### src/multichannel_fir_lowpass_16tap_unit_assert.svh
// Assertion macros used by the multichannel FIR filter back end.
// Expects clk and rst in the scope of every use; no other dependencies.
`ifndef MULTICHANNEL_FIR_LOWPASS_16TAP_UNIT_ASSERT_SVH
`define MULTICHANNEL_FIR_LOWPASS_16TAP_UNIT_ASSERT_SVH
`ifndef SYNTHESIS
`define MFIR_ASSERT(lbl, prop) \
  lbl: assert property (@(posedge clk) disable iff (rst) (prop)) \
    else $error("mfir assertion failed");
`define MFIR_ASSERT_NEXT(lbl, cond, nxt) \
  lbl: assert property (@(posedge clk) disable iff (rst) (cond) |=> (nxt)) \
    else $error("mfir assertion failed");
`else
`define MFIR_ASSERT(lbl, prop)
`define MFIR_ASSERT_NEXT(lbl, cond, nxt)
`endif
`endif

### src/mfir_pkg.sv
// Types, codes and the fixed Q1.15 tap table of the multichannel FIR filter.
// No dependencies; used by every module of the block.
package mfir_pkg;

  localparam int TAPS        = 16;
  localparam int SAMPLE_W    = 16;
  localparam int SLOT_W      = 4;
  localparam int CHAN_W      = 2;
  localparam int CMD_W       = 2;
  localparam int PROD_W      = 30;
  localparam int ACC_W       = 32;
  localparam int GROUP_SIZE  = 4;
  localparam int GROUPS      = TAPS / GROUP_SIZE;
  localparam int QUEUE_DEPTH = 4;
  localparam int QPTR_W      = $clog2(QUEUE_DEPTH);
  localparam int IN_TDATA_W  = 24;
  localparam int OUT_TDATA_W = 24;
  localparam int FRAC_W      = 15;
  localparam int AVG_SHIFT   = 4;

  // Command codes on the input tuser
  localparam logic [CMD_W-1:0] CMD_LOAD = 2'd0;
  localparam logic [CMD_W-1:0] CMD_FIR  = 2'd1;
  localparam logic [CMD_W-1:0] CMD_AVG  = 2'd2;

  // Q1.15 low-pass taps, symmetric
  localparam logic signed [SAMPLE_W-1:0] COEF [TAPS] = '{
    16'sd331, -16'sd13, -16'sd881, -16'sd1461, -16'sd501, 16'sd2536, 16'sd6622, 16'sd9565,
    16'sd9565, 16'sd6622, 16'sd2536, -16'sd501, -16'sd1461, -16'sd881, -16'sd13, 16'sd331
  };

  typedef logic [SAMPLE_W-1:0] sample_t;
  typedef sample_t [TAPS-1:0] line_t;

  typedef enum logic [1:0] {
    KIND_LOAD,
    KIND_FIR,
    KIND_AVG
  } kind_t;

  typedef struct packed {
    kind_t               kind;
    logic [CHAN_W-1:0]   channel;
    logic [SLOT_W-1:0]   slot;
    logic [SAMPLE_W-1:0] sample;
  } item_t;

  typedef struct packed {
    logic full;
    logic empty;
  } q_status_t;

endpackage

### src/mfir_queue.sv
// Short FIFO of decoded requests between front and back end.
// Depends on mfir_pkg.
module mfir_queue (
  input  logic                clk,
  input  logic                rst,
  input  logic                push,
  input  mfir_pkg::item_t     push_item,
  input  logic                pop,
  output mfir_pkg::item_t     head,
  output mfir_pkg::q_status_t status
);

  mfir_pkg::item_t            mem [mfir_pkg::QUEUE_DEPTH];
  logic [mfir_pkg::QPTR_W-1:0] wr_ptr;
  logic [mfir_pkg::QPTR_W-1:0] rd_ptr;
  logic [mfir_pkg::QPTR_W:0]   count;
  logic                        do_push;
  logic                        do_pop;

  assign status.full  = (count == (mfir_pkg::QPTR_W+1)'(mfir_pkg::QUEUE_DEPTH));
  assign status.empty = (count == '0);
  assign do_push      = push && !status.full;
  assign do_pop       = pop && !status.empty;
  assign head         = mem[rd_ptr];

  // Store entries
  always_ff @(posedge clk) begin
    if (do_push) begin
      mem[wr_ptr] <= push_item;
    end
  end

  // Advance pointers and fill level
  always_ff @(posedge clk) begin
    if (rst) begin
      wr_ptr <= '0;
      rd_ptr <= '0;
      count  <= '0;
    end else begin
      if (do_push) begin
        wr_ptr <= wr_ptr + 1'b1;
      end
      if (do_pop) begin
        rd_ptr <= rd_ptr + 1'b1;
      end
      case ({do_push, do_pop})
        2'b10:   count <= count + 1'b1;
        2'b01:   count <= count - 1'b1;
        default: count <= count;
      endcase
    end
  end

endmodule

### config.mk
export PLATFORM = sky130hd
export DESIGN_NAME = mfir_queue
export DESIGN_NICKNAME = d
export VERILOG_FILES = /design/src/multichannel_fir_lowpass_16tap_unit_assert.svh /design/src/mfir_pkg.sv /design/src/mfir_queue.sv
export SDC_FILE = /design/constraint.sdc
export NUM_CORES = 1
export LEC_CHECK = 0
export ABC_AREA = 1
export BUFFER_PORTS_ARGS = -buffer_cell sky130_fd_sc_hd__buf_2
export CAP_MARGIN = 20
export CORE_ASPECT_RATIO = 1.1
export CORE_MARGIN = 1.5
export CORE_UTILIZATION = 59
export CTS_BUF_LIST = sky130_fd_sc_hd__clkbuf_8
export DETAILED_ROUTE_END_ITERATION = 16
export PLACE_DENSITY = 0.86
export REMOVE_ABC_BUFFERS = 1
export SYNTH_ARGS = -nofsm -noshare
export SYNTH_HDL_FRONTEND = slang
export SYNTH_SLANG_ARGS = --single-unit
### constraint.sdc
create_clock -name clk -period 2.8 [get_ports clk]
set_clock_uncertainty 0.1 [all_clocks]
set_input_delay 0.28 -clock clk [delete_from_list [all_inputs] [get_ports clk]]
set_output_delay 0.28 -clock clk [all_outputs]
set_load 0.02 [all_outputs]
==> run metrics <==
vias in the first global route=approximately 2600; min-delay src=push_item[5]; Setup Viol. Count Final=0; setup TNS=0 ns; first-pass GRT wire length=12300 microns; Synth async-reset ratio=0; largest net degree at the start of global routing=49; Die Wd=~84 microns; Fmax=453 MHz; Fin. Hold Viols=0; Top Ports=between 50 and 60; Num CTS Buffers=9; # nets final=just under 400; met3 WL=between 400 and 500 microns; Residual DRC=0; Iteration-0 DRC Markers=177; met1 WL=between 3000 and 4000 microns; Ant. Diodes=0; Data required, critical path=approximately 2.4 ns; H-tree levels=3; register-to-register setup slack=approximately 0.79 ns; Initial Util=0.605; hold buffers post-CTS=0; gpl congestion=about 0.86; Final Max Slew Viols=0; max-cap viol count=0; worst path cell trace=inv_2, o21ai_0, o22ai_2, buf_2; delay-heaviest family, CP=flip-flops; R2R cell count=12; top cells by count, synth=edfxtp_1 (96), o21ai_0 (46), nor2_1 (37), nor2_2 (21), o22ai_2 (20); worst r2r dst=count[2]; Min-Delay Path Class=in -> reg; core area=6970 sq um; via/cell ratio=between 5 and 6; prevailing post-synth register cell=edfxtp_1; Worst Tran Pin Value=~0.54 ns; status=completed; fin crit share=0.788; initial antenna violation count=0; RSZ-0062 raised after global routing=false; Die ar.=between 7000 and 8000 sq um; Synth Instances=slightly above 300; Die Y=approximately 92 microns; Ys Warns=0; setup repair bufs after CTS=0; # rows=32; routed vias=2528; number of flops mapped to enable cells by yosys=between 90 and 100; grt ovf=0; largest area contributor in the netlist=edfxtp_1; Peak VDD IR=around 550 uV; Worst Hold End=mem[2][5]; Worst slew margin=0.637; Synth Register Bits=between 100 and 150; Lkg Pwr=1.72 nW; P per Cell Area=851 nW/um^2; Setup crit end kind=output port; hpwl dp=about 5000 microns; post-layout min period=between 2 and 2.5 ns; number of gates resized after cts=0; Worst EP arrival=1.83 ns; Final Power=roughly 0.0041 W; TritonCTS Sinks=between 100 and 150; max layer used=met4; wire per inst=17.3 microns; share of cells above drive strength 1=0.335; startpoint type of the worst setup path=register; Final ANT Viol Nets=0; Yosys cell types=20; IO Port Bufs=53; Max stage delay on crit path=~0.66 ns; clk_lat worst skew=between 0.3 and 0.4 ns; count leader, synth=edfxtp_1; top cell type's share of synthesized area=0.684; Cell Area, Synth=about 4200 sq um; drt first pass iters=4; ranking of synthesized cells by area=edfxtp_1 (68%), o22ai_2 (5.9%), o21ai_0 (5.5%); Crit path depth=4; Setup Crit Path Kind=reg -> out; worst-case clock buffer depth=2; critical path buffer and inverter count=2; TritonCTS clock tree=built; Avg Inst Size Synth=~14 sq um; Crit Path Max Fanout=24; R2R Path Start=count[1]; clk slew on worst S/H paths=0.10 ns; Hold WS=a little under 0.03 ns; Area Growth Syn to Fin=13.2%; Worst path slowest cell=dfxtp_1; CTS Root Cell=clkbuf_8; DRT Wirelength=just under 8000 microns; Worst Hold Path Cells=1; met2 wire length=3890 microns; Global Route Usage Sum=0.212; Seq/Total Area, Yosys=0.727
-- per-stage QoR --
step	instance area (sq um)	utilization	worst slack [ns]	instances
floorplan	4130	-	0.434	288
global placement	4580	0.658	0.916	433
detailed placement	4580	0.658	0.810	433
CTS	4770	0.685	0.557	449
global route	4770	0.685	0.439	449
finish	4770	0.685	0.595	449
-- cells in the final DEF, fill, tap and decap left out, types with 2 or more instances in the layout --
cell type	count
clkinv_1	2
o22ai_1	4
o21ai_0	46
edfxtp_1	96
buf_2	53
a21oi_1	5
nand2_1	14
o21ai_1	4
nor2_2	25
clkbuf_8	9
inv_1	18
buf_12	2
buf_4	5
dfxtp_1	9
nand3_1	5
o22ai_2	20
inv_2	3
ha_1	5
nor2_1	33
-- cells by family after synthesis --
kind of cell    share of synthesized area
buf+inv                            0.0392
flops                               0.727
simple gates                       0.0840
fa+ha+maj                          0.0196
compound gates                      0.131
-- sequential cells by signal, indices dropped and copies added, names as in the netlist, named ones only --
register / cells
count: 3
mem: 96
wr_ptr: 2
rd_ptr: 2
-- worst max-delay path by stage --
| stage | start | to | slack [ns] |
|---|---|---|---|
| 3_5_place_dp | count[1] | count[2] | 0.81 |
| 4_1_cts | register | head[21] | 0.56 |
| 2_1_floorplan | register | head[0] | 0.43 |
| 5_1_grt | register | head[1] | 0.44 |
| 3_3_place_gp | count[1] | mem[0][22] | 0.92 |
| 6_report | register | head[3] | 0.59 |
-- metal layers --
metal | vias to the layer above | global-route usage
met5 | - | 0
met4 | 0 | 0.0970
met3 | 11 | 0.0459
met2 | 91 | 0.353
met1 | 1225 | 0.268
li1 | 1201 | -
-- report_power, final --
part | leakage, nW | internal [W] | switching, W | total [W]
clock network | 0.0955 | 0.000404 | 0.000473 | 0.000877
registers | 0.955 | 0.00187 | 0.0000624 | 0.00193
logic | 0.672 | 0.000409 | 0.000847 | 0.00126
-- worst register-to-register path: cells and delay by family, from the launching register on --
kind | cells | cell delay [ns]
adders and majority gates | 2 | 0.60
buffers and inverters | 2 | 0.14
DFF | 1 | 0.34
and+or+nand+nor | 8 | 0.75
-- layout make-up --
cell class	instances	area, sq um
Inverter	20	75.1
Fill cell	499	2200
Multi-Input combinational cell	163	997
Timing Repair Buffer	60	343
Clock buffer	9	124
Tap cell	85	106
Sequential cell	105	3060
Clock inverter	7	62.6
Note: power is estimated with default switching activity, not from simulation.
